## src/hw/rtl/sme_pkg.sv

```systemverilog
package sme_pkg;

  localparam int CAPACITY = 64;
  localparam int ADDR_W   = $clog2(CAPACITY);
  localparam int CNT_W    = $clog2(CAPACITY + 1);
  localparam int RANK_W   = 7;
  localparam int CMP_W    = (CNT_W > RANK_W) ? CNT_W : RANK_W;

  localparam logic [1:0] FUNC_INSERT = 2'd0;
  localparam logic [1:0] FUNC_REMOVE = 2'd1;
  localparam logic [1:0] FUNC_READ   = 2'd2;

  typedef struct packed {
    logic [1:0]        func;
    logic signed [31:0] value;
    logic [RANK_W-1:0] rank;
  } sme_in_t;

  typedef struct packed {
    logic               read_valid;
    logic signed [31:0] read_value;
    logic [6:0]         entry_count;
    logic               overflow;
  } sme_out_t;

  typedef enum logic [2:0] {
    ST_IDLE,
    ST_INS,
    ST_REM,
    ST_RDW,
    ST_FIN
  } sme_state_t;

  typedef struct packed {
    logic load;
    logic ins_step;
    logic rem_step;
    logic rd_cap;
    logic out_load;
  } sme_cmd_t;

  typedef struct packed {
    logic full;
    logic ins_last;
    logic rem_last;
    logic out_free;
  } sme_stat_t;

endpackage

```

## src/hw/rtl/sme_ctrl.sv

```systemverilog
module sme_ctrl (
  input  logic               clk,
  input  logic               rst_n,
  input  logic               in_valid,
  input  logic [1:0]         in_func,
  output logic               in_stall,
  input  sme_pkg::sme_stat_t stat,
  output sme_pkg::sme_cmd_t  cmd
);

  sme_pkg::sme_state_t state_r;
  sme_pkg::sme_state_t state_nxt;

  always_ff @(posedge clk) begin
    if (!rst_n) begin
      state_r <= sme_pkg::ST_IDLE;
    end else begin
      state_r <= state_nxt;
    end
  end

  always_comb begin
    state_nxt = state_r;
    unique case (state_r)
      sme_pkg::ST_IDLE: begin
        if (in_valid) begin
          unique case (in_func)
            sme_pkg::FUNC_INSERT: state_nxt = stat.full ? sme_pkg::ST_FIN : sme_pkg::ST_INS;
            sme_pkg::FUNC_REMOVE: state_nxt = sme_pkg::ST_REM;
            sme_pkg::FUNC_READ:   state_nxt = sme_pkg::ST_RDW;
            default:              state_nxt = sme_pkg::ST_FIN;
          endcase
        end
      end
      sme_pkg::ST_INS: begin
        if (stat.ins_last) state_nxt = sme_pkg::ST_FIN;
      end
      sme_pkg::ST_REM: begin
        if (stat.rem_last) state_nxt = sme_pkg::ST_FIN;
      end
      sme_pkg::ST_RDW: state_nxt = sme_pkg::ST_FIN;
      sme_pkg::ST_FIN: begin
        if (stat.out_free) state_nxt = sme_pkg::ST_IDLE;
      end
      default: state_nxt = sme_pkg::ST_IDLE;
    endcase
  end

  always_comb begin
    cmd      = '0;
    in_stall = 1'b1;
    unique case (state_r)
      sme_pkg::ST_IDLE: begin
        in_stall = 1'b0;
        cmd.load = in_valid;
      end
      sme_pkg::ST_INS: cmd.ins_step = 1'b1;
      sme_pkg::ST_REM: cmd.rem_step = 1'b1;
      sme_pkg::ST_RDW: cmd.rd_cap   = 1'b1;
      sme_pkg::ST_FIN: cmd.out_load = stat.out_free;
      default: cmd = '0;
    endcase
  end

endmodule

```

## src/hw/rtl/sme_dp.sv

```systemverilog
module sme_dp (
  input  logic               clk,
  input  logic               rst_n,
  input  sme_pkg::sme_in_t   in_word,
  input  sme_pkg::sme_cmd_t  cmd,
  output sme_pkg::sme_stat_t stat,
  output logic               out_valid,
  input  logic               out_stall,
  output sme_pkg::sme_out_t  out_word
);

  logic signed [31:0] mem [sme_pkg::CAPACITY];
  logic signed [31:0] rdata_r;

  logic [sme_pkg::CNT_W-1:0]  count_r, count_nxt;
  logic [sme_pkg::CNT_W-1:0]  i_r, i_nxt;
  logic [sme_pkg::CNT_W-1:0]  rd_r, rd_nxt;
  logic [sme_pkg::CNT_W-1:0]  wr_r, wr_nxt;
  logic signed [31:0]         value_r, value_nxt;
  logic [sme_pkg::RANK_W-1:0] rank_r, rank_nxt;
  logic                       res_valid_r, res_valid_nxt;
  logic signed [31:0]         res_value_r, res_value_nxt;
  logic                       res_ovf_r, res_ovf_nxt;
  logic                       out_valid_r;
  sme_pkg::sme_out_t          out_word_r;

  logic                       we;
  logic [sme_pkg::ADDR_W-1:0] waddr;
  logic signed [31:0]         wdata;
  logic [sme_pkg::ADDR_W-1:0] raddr;
  logic                       rank_hit;

  assign stat.full     = (count_r == sme_pkg::CNT_W'(sme_pkg::CAPACITY));
  assign stat.ins_last = (i_r == '0) || !(rdata_r > value_r);
  assign stat.rem_last = (rd_r == count_r);
  assign stat.out_free = !out_valid_r || !out_stall;

  assign rank_hit = (rank_r != '0) &&
                    (sme_pkg::CMP_W'(rank_r) <= sme_pkg::CMP_W'(count_r));

  always_comb begin
    count_nxt     = count_r;
    i_nxt         = i_r;
    rd_nxt        = rd_r;
    wr_nxt        = wr_r;
    value_nxt     = value_r;
    rank_nxt      = rank_r;
    res_valid_nxt = res_valid_r;
    res_value_nxt = res_value_r;
    res_ovf_nxt   = res_ovf_r;
    we            = 1'b0;
    waddr         = '0;
    wdata         = rdata_r;
    raddr         = '0;

    if (cmd.load) begin
      value_nxt     = in_word.value;
      rank_nxt      = in_word.rank;
      res_valid_nxt = 1'b0;
      res_value_nxt = '0;
      res_ovf_nxt   = (in_word.func == sme_pkg::FUNC_INSERT) && stat.full;
      i_nxt         = count_r;
      rd_nxt        = '0;
      wr_nxt        = '0;
      unique case (in_word.func)
        sme_pkg::FUNC_INSERT: raddr = sme_pkg::ADDR_W'(count_r - 1'b1);
        sme_pkg::FUNC_READ:   raddr = sme_pkg::ADDR_W'(in_word.rank - 1'b1);
        default:              raddr = '0;
      endcase
    end

    // walk down from the top, moving larger entries up one slot
    if (cmd.ins_step) begin
      we    = 1'b1;
      waddr = sme_pkg::ADDR_W'(i_r);
      if (stat.ins_last) begin
        wdata     = value_r;
        count_nxt = count_r + 1'b1;
      end else begin
        wdata = rdata_r;
        i_nxt = i_r - 1'b1;
        raddr = sme_pkg::ADDR_W'(i_r - 2'd2);
      end
    end

    // compact: copy every entry that does not match down to the write index
    if (cmd.rem_step) begin
      if (stat.rem_last) begin
        count_nxt = wr_r;
      end else begin
        if (rdata_r != value_r) begin
          we     = 1'b1;
          waddr  = sme_pkg::ADDR_W'(wr_r);
          wdata  = rdata_r;
          wr_nxt = wr_r + 1'b1;
        end
        rd_nxt = rd_r + 1'b1;
        raddr  = sme_pkg::ADDR_W'(rd_r + 1'b1);
      end
    end

    if (cmd.rd_cap) begin
      res_valid_nxt = rank_hit;
      res_value_nxt = rank_hit ? rdata_r : '0;
    end
  end

  always_ff @(posedge clk) begin
    if (we) mem[waddr] <= wdata;
    rdata_r <= mem[raddr];
  end

  always_ff @(posedge clk) begin
    if (!rst_n) begin
      count_r     <= '0;
      out_valid_r <= 1'b0;
    end else begin
      count_r <= count_nxt;
      if (cmd.out_load) begin
        out_valid_r <= 1'b1;
      end else if (!out_stall) begin
        out_valid_r <= 1'b0;
      end
    end
  end

  always_ff @(posedge clk) begin
    i_r         <= i_nxt;
    rd_r        <= rd_nxt;
    wr_r        <= wr_nxt;
    value_r     <= value_nxt;
    rank_r      <= rank_nxt;
    res_valid_r <= res_valid_nxt;
    res_value_r <= res_value_nxt;
    res_ovf_r   <= res_ovf_nxt;
    if (cmd.out_load) begin
      out_word_r.read_valid  <= res_valid_r;
      out_word_r.read_value  <= res_value_r;
      out_word_r.entry_count <= 7'(count_r);
      out_word_r.overflow    <= res_ovf_r;
    end
  end

  assign out_valid = out_valid_r;
  assign out_word  = out_word_r;

endmodule

```

## src/hw/rtl/sorted_multiset_engine_unit.sv

```systemverilog
// Each word goes from accept through its operation (insert walk, remove compaction or read) to the result
// word; an overflowed insert and an unused code go straight to the result word.
// Words are taken one at a time; the walk over the store must finish before the next word is accepted.
// A waiting result word does not block the next accept.
// Reset (rst_n, synchronous, active low) empties the store by clearing the entry count;
// the store contents are not cleared.
module sorted_multiset_engine_unit (
  input  logic              clk,
  input  logic              rst_n,
  input  logic              in_valid,
  output logic              in_stall,
  input  sme_pkg::sme_in_t  in_word,
  output logic              out_valid,
  input  logic              out_stall,
  output sme_pkg::sme_out_t out_word
);

  sme_pkg::sme_cmd_t  cmd;
  sme_pkg::sme_stat_t stat;

  sme_ctrl u_ctrl (
    .clk      (clk),
    .rst_n    (rst_n),
    .in_valid (in_valid),
    .in_func  (in_word.func),
    .in_stall (in_stall),
    .stat     (stat),
    .cmd      (cmd)
  );

  sme_dp u_dp (
    .clk       (clk),
    .rst_n     (rst_n),
    .in_word   (in_word),
    .cmd       (cmd),
    .stat      (stat),
    .out_valid (out_valid),
    .out_stall (out_stall),
    .out_word  (out_word)
  );

endmodule
```

## config.mk

```make
export PLATFORM = sky130hd
export DESIGN_NAME = sorted_multiset_engine_unit
export DESIGN_NICKNAME = d
export VERILOG_FILES = /design/src/hw/rtl/sme_pkg.sv /design/src/hw/rtl/sme_ctrl.sv /design/src/hw/rtl/sme_dp.sv /design/src/hw/rtl/sorted_multiset_engine_unit.sv
export SDC_FILE = /design/constraint.sdc
export NUM_CORES = 2
export LEC_CHECK = 0
export BUFFER_PORTS_ARGS = -buffer_cell sky130_fd_sc_hd__buf_4
export CORE_MARGIN = 2
export CORE_UTILIZATION = 40
export DETAILED_ROUTE_END_ITERATION = 16
export HOLD_SLACK_MARGIN = 0.1
export PLACE_DENSITY = 0.62
export SYNTH_ARGS = -nofsm -noshare
export SYNTH_HDL_FRONTEND = slang
export SYNTH_SLANG_ARGS = --single-unit
export TNS_END_PERCENT = 10
```

## constraint.sdc

```tcl
create_clock -name clk -period 5.2 [get_ports clk]
set_input_delay 0.78 -clock clk [delete_from_list [all_inputs] [get_ports clk]]
set_output_delay 0.78 -clock clk [all_outputs]
set_load 0.02 [all_outputs]
```

# Yosys cells after proc, flatten, opt, wreduce, memory -nomap -nowiden
# Memory sizes are Yosys's and may differ from the RTL's. A register that Yosys moved wholly into a read port is not among the register bits.
# Index checks and enable logic that the tools add are counted.
# word_totals
reg_bits	146
mem_bits_rw	2048
input_bits	45
output_inout_bits	43
n_memories	1
# classes
addsub	7
magnitude_cmp	2
eq_ne	14
muxes	55
reduce_logical	13
# mem_list
name	depth	word_bits	read_ports	rd_clocked_by_memory_dff	write_ports	line	rtl
u_dp.mem	64	32	1	1	1	sme_dp.sv:12	logic signed [31:0] mem [sme_pkg::CAPACITY];
# op_table
operator	count
two-way mux 32 bit	8
two-way mux 7 bit	14
two-way mux 6 bit	9
> comparator 32 bit	1
!= test 32 bit	1
adder 7 x 1 -> 7 bit (second input constant)	3
two-way mux 1 bit	16
two-way mux 3 bit	5
one-hot mux 3 bit (5 select lines)	1
one-hot mux 6 bit (2 select lines)	1
subtractor 6 x 1 -> 6 bit (second input constant)	2
one-hot mux 3 bit (3 select lines)	1
== test 7 bit	1
== test 7 bit (second input constant)	1
less-or-equal comparator 7 bit	1
zero test 7 bit	1
nonzero test 7 bit	1
subtractor 7 x 1 -> 7 bit (second input constant)	1
== test 3 x 2 -> 1 bit (second input constant)	2
!= test 2 bit (second input constant)	3
subtractor 6 x 2 -> 6 bit (second input constant)	1
!= test 2 x 1 -> 1 bit (second input constant)	2
AND reduction 4 bit	1
== test 3 x 1 -> 1 bit (second input constant)	1
other kinds (9)	13

# Depth between registers and ports, before layout
# logic_depth
depth_word	8
ltp_mapped	20
depth_no_buf	16

# Cells and area by module
# A second synthesis with hierarchy kept.
# hier_totals
cells_unflattened	6432
hier_area_um2	88875.2
# modules_own_cells
mod	instances	cells_per_inst	area_per_inst_um2	seq_area_each_um2
sme_dp	1	6399	88593.7	66143.4
sme_ctrl	1	33	281.5	60.1

# Worst setup path before layout
# Ideal clock, no wire load.
# synth_timing
path_type	register -> register
startpoint	reg u_dp.value_r[14]
endpoint	mem u_dp.mem[0][31], data pin
setup_time_ps	702
arrival_time_ps	4881
required_time_ps	4498
setup_slack_ps	-383
path_stages_with_launch	12
cell_sequence	edfxtp_1 > inv_1 > ha_1 > a21oi_1 > nand2_1 > a221o_1 > o31a_1 > o31ai_2 > buf_4 > o21ai_1 > clkbuf_1 > o21ai_0
# synth_between
elab_chain_len	8
word_cells_on_any_way	9
classes_between	order compare: 1; eq/ne: 1; mux: 5; reduce/logical: 2
# synth_rtl
item	line	rtl
from (decl)	sme_dp.sv:19	logic signed [31:0] value_r, value_nxt;
from (signal assigned)	sme_dp.sv:131	value_r <= value_nxt;
> comparator 32 bit	sme_dp.sv:34	assign stat.ins_last = (i_r == '0) || !(rdata_r > value_r);
zero test 1 bit	sme_dp.sv:34	
logical OR 1 bit	sme_dp.sv:34	
two-way mux 32 bit	sme_dp.sv:76	if (stat.ins_last) begin
two-way mux 32 bit	sme_dp.sv:73	if (cmd.ins_step) begin
two-way mux 32 bit	sme_dp.sv:91	if (rdata_r != value_r) begin
two-way mux 32 bit	sme_dp.sv:88	if (stat.rem_last) begin
two-way mux 32 bit (*)	sme_dp.sv:87	if (cmd.rem_step) begin
named net u_dp.wdata[31]	sme_dp.sv:29	logic signed [31:0] wdata;
to (decl)	sme_dp.sv:12	
# Mark *: on every way through the listed nets, which the timed path passes. The rest lies on a longest branch.

# Worst setup path in the final report
# layout_timing
startpoint	reg u_dp.value_r[7]
endpoint	reg u_dp.rdata_r[28], read port of u_dp.mem
# layout_between
elab_chain_len	7
# layout_rtl
item	line	rtl
> comparator 32 bit (*)	sme_dp.sv:34	
zero test 1 bit (*)	sme_dp.sv:34	
logical OR 1 bit (*)	sme_dp.sv:34	
two-way mux 6 bit (*)	sme_dp.sv:76	
two-way mux 6 bit (*)	sme_dp.sv:73	
two-way mux 6 bit	sme_dp.sv:88	
two-way mux 6 bit (*)	sme_dp.sv:87	
to (decl)	sme_dp.sv:13	logic signed [31:0] rdata_r;
# Every way passes the cells marked *; elsewhere a longest branch is shown, timed or not.
# A chain may end at the register's enable or synchronous reset.

==> results.yml <==
clock_tree:
  path_clk_slew_ns: 0.06
  post_cts_buffers: 0
  clock_sinks: 2226
  clock-root-buffer: "clkbuf_16"
  clockBufferDepth: 3
  htree_num_levels: 4
  cts_tree: "done"
  cts_buffers: 217
  clock_latency_ns: 0.87
hold_path:
  hp-class: "in2reg"
  worstHoldStart: "in_word[4]"
sta:
  max_slew.worst_pin.slew_ns: 1.40
  fin_setup_tns_ns: 0
  rsz0062_at_grt: "false"
  post-route-period-util_pct: 97.0
  slew_viol_final: 0
  finalSetupViolCount: 0
  relSlewSlack_pct: 6.39
  hold_viol: 0
  worst_slack_ns: 0.155
  period_needed_ns: 5.05
  skew_ns: 0.0553
  fmax_ghz: 0.198
drt:
  vias: 45800
  drt-total-wl_mm: 239
  viasPerCell: 5.91
  ant_nets: 0
  routedWlPerCell_um: 30.9
  drt-pass1-iter-count: 7
  route.detailed.drc: 0
  drt_iter0_drc: 6113
grt:
  grt_usage_pct: 21.8
  grt_pass1_wl_mm: 338
  gr-total-overflow: 0
  grt_pass1_vias: 44900
  grt_max_degree: 67
  antenna_found_initial: 6
power_and_ir_drop:
  combPwrFrac_pct: 27.6
  leakage_nw: 32.1
  p_sw_share_pct: 31.5
  power_switching_mw: 16.7
  p_total_mw: 53.1
  internal_power_mw: 36.4
  irDropWorstVdd_mv: 0.419
  seq_power_share_pct: 44.0
  pwr_density_cell_nw_per_um2: 527
  clkPwrFrac_pct: 28.4
worst_setup_path:
  worstPathArrival_ns: 5.77
  crit_type: "reg2reg"
  required_ns: 5.92
  start_kind: "flip-flop"
  crit_path_end_kind: "flip-flop"
  regToRegStartpoint: "u_dp.value_r[7]$_DFFE_PP_"
  startpoint: "u_dp.value_r[7]$_DFFE_PP_"
  critPathMaxFanout: 29
logic_synthesis:
  async_reset_ff_share_pct: 0
  synth_fp_nets: 4382
  synth_edf_count: 2162
  synth-seq-cells: 2226
  syn_area_per_cell_um2: 19.9
  syn_inst: 4287
  synth_ff_type: "edfxtp_1"
  synth_cell_type_count: 66
  syn_area_um2: 85500
  yosysSeqAreaShare_pct: 77.4
  ys_warn_count: 0
floorplanning:
  core_um2: 212000
  row_count: 169
  io_pins: 88
  die_h_um: 466
  start_util_pct: 40.3
  die_w_um: 466
  die_area_um2: 217000
job:
  cap_violations: 0
finish:
  nNetsFinal: 4824
  drive_above_1_share_pct: 26.5
  final_core_util_pct: 47.4
  fin_area_um2: 101000
  mostFrequentLayoutCells: "edfxtp_1 (2162), mux4_2 (437), buf_4 (322), nand2_1 (277), a22oi_1 (226)"
  final_common_cell: "edfxtp_1"
  area_growth_pct: 17.7
placed_design:
  io_buffers: 87
  place_area_um2: 93400
  gp_congestion: 0.862
  dp_worst_setup_slack_ns: -0.0971
  dpl.hpwl_mm: 138
run_status:
  status: "finished clean"
==> worst paths after layout <==
check                                              endpoint  slack [ns]  depth (start not counted)
worst max-delay path               u_dp.rdata_r[28]$_DFF_P_        0.15                         14
worst min-delay path               u_dp.rank_r[4]$_DFFE_PP_        0.17                          1
worst max register to register     u_dp.rdata_r[28]$_DFF_P_        0.15                         14
worst min register to register  u_dp.out_word[13]$_DFFE_PP_        0.42                          0
==> cell type report <==
| cell class | count | area, µm² |
|---|---|---|
| fillers | 17400 | 112000 |
| clock inverters | 136 | 1070 |
| multi-input cells | 1775 | 19100 |
| flip-flops and latches | 2226 | 66200 |
| well taps | 2821 | 3530 |
| clock buffers | 272 | 5730 |
| diodes | 5 | 12.5 |
| repair buffers | 458 | 4790 |
| inverters | 51 | 191 |
==> timing repair <==
item,4_1_cts,5_1_grt
hold buffers,36,0
endpoints found under the setup margin,14,13
resized for setup,4,14
hold endpoints to repair,36,0
pin swaps,0,1
==> through the flow <==
step | cells | hold slack (ns)
global placement | 7295 | 0.401
global route | 7744 | 0.134
detailed placement | 7295 | 0.405
finish | 7744 | 0.165
floorplan | 4287 | 0.400
CTS | 7739 | 0.104
==> kinds of logic after synthesis <==
| kind of cell | after synthesis | share of synthesized area (%) |
|---|---|---|
| fa+ha+maj | 50 | 0.732 |
| mux | 493 | 12.2 |
| simple gates | 567 | 3.03 |
| xor+xnor | 29 | 0.297 |
| compound gates | 636 | 4.89 |
| buf+inv | 286 | 1.47 |
| flops | 2226 | 77.4 |
==> critical path, cell delays in order (launching register included) <==
cell and delay [ns]:
edfxtp_1 0.37, inv_1 0.14, ha_1 0.27, a21oi_1 0.16, o21ai_1 0.08, a221o_1 0.36
o31a_1 0.36, o31ai_4 0.44, o31a_4 0.29, buf_12 0.20, buf_12 0.29, mux4_2 0.55
a22oi_1 0.42, a21oi_1 0.30, or4_1 0.60
==> state kept, by name, indices dropped and copies added (netlist names) <==
| name | cells |
|---|---|
| u_ctrl.state_r | 3 |
| u_dp.count_r | 7 |
| u_dp.i_r | 7 |
| u_dp.mem | 2048 |
| u_dp.out_valid | 1 |
| u_dp.out_word | 41 |
| u_dp.rank_r | 7 |
| u_dp.rd_r | 7 |
| u_dp.rdata_r | 32 |
| u_dp.res_ovf_r | 1 |
| u_dp.res_valid_r | 1 |
| u_dp.res_value_r | 32 |
| u_dp.value_r | 32 |
| u_dp.wr_r | 7 |
==> metal layers <==
layer  vias to the layer above  part of all wire (%)  track usage [%]
met4                         2                   3.4             7.60
met2                      2360                    46             33.2
li1                      18600                     -                -
met1                     24400                    41             31.5
met3                       343                   9.3             3.99
met5                         -                0.0038                0
==> power by group through the flow <==
| stage | sequential [mW] | clock, mW | combinational [mW] |
|---|---|---|---|
| final | 23.3 | 15.1 | 14.6 |
| after global routing | 23.4 | 15.9 | 15.4 |
| after CTS | 23.3 | 15.3 | 14.5 |
| after detailed placement | 23.7 | 0 | 14.4 |
| after global placement | 23.7 | 0 | 14.2 |
| after floorplan | 24.1 | 0 | 7.38 |
==> cell usage after synthesis, drive strengths merged (4+ instances only) <==
master / instances / area, µm²
a211oi: 6 / 45.0
a21oi: 208 / 1040
a22o: 9 / 78.8
a22oi: 227 / 1700
a31oi: 6 / 37.5
a32o: 4 / 40.0
a32oi: 25 / 219
and2: 39 / 244
and3: 4 / 25.0
and4: 4 / 35.0
buf: 118 / 623
clkbuf: 117 / 439
dfxtp: 64 / 1280
edfxtp: 2162 / 64900
ha: 50 / 626
inv: 51 / 191
mux2i: 54 / 541
mux4: 437 / 9840
nand2: 277 / 1040
nand2b: 9 / 56.3
nand3: 30 / 150
nand4: 20 / 125
nor2: 104 / 390
nor2b: 6 / 37.5
nor3: 22 / 110
nor3b: 5 / 37.5
nor4: 8 / 50.1
o211a: 9 / 90.1
o211ai: 9 / 67.6
o21ai: 76 / 380
o21bai: 4 / 30.0
o22ai: 8 / 50.1
o31a: 5 / 43.8
o31ai: 9 / 72.6
o32ai: 4 / 35.0
or3: 4 / 25.0
or4: 28 / 210
xnor2: 20 / 175
xor2: 9 / 78.8
Note: power is estimated with default switching activity, not from simulation.
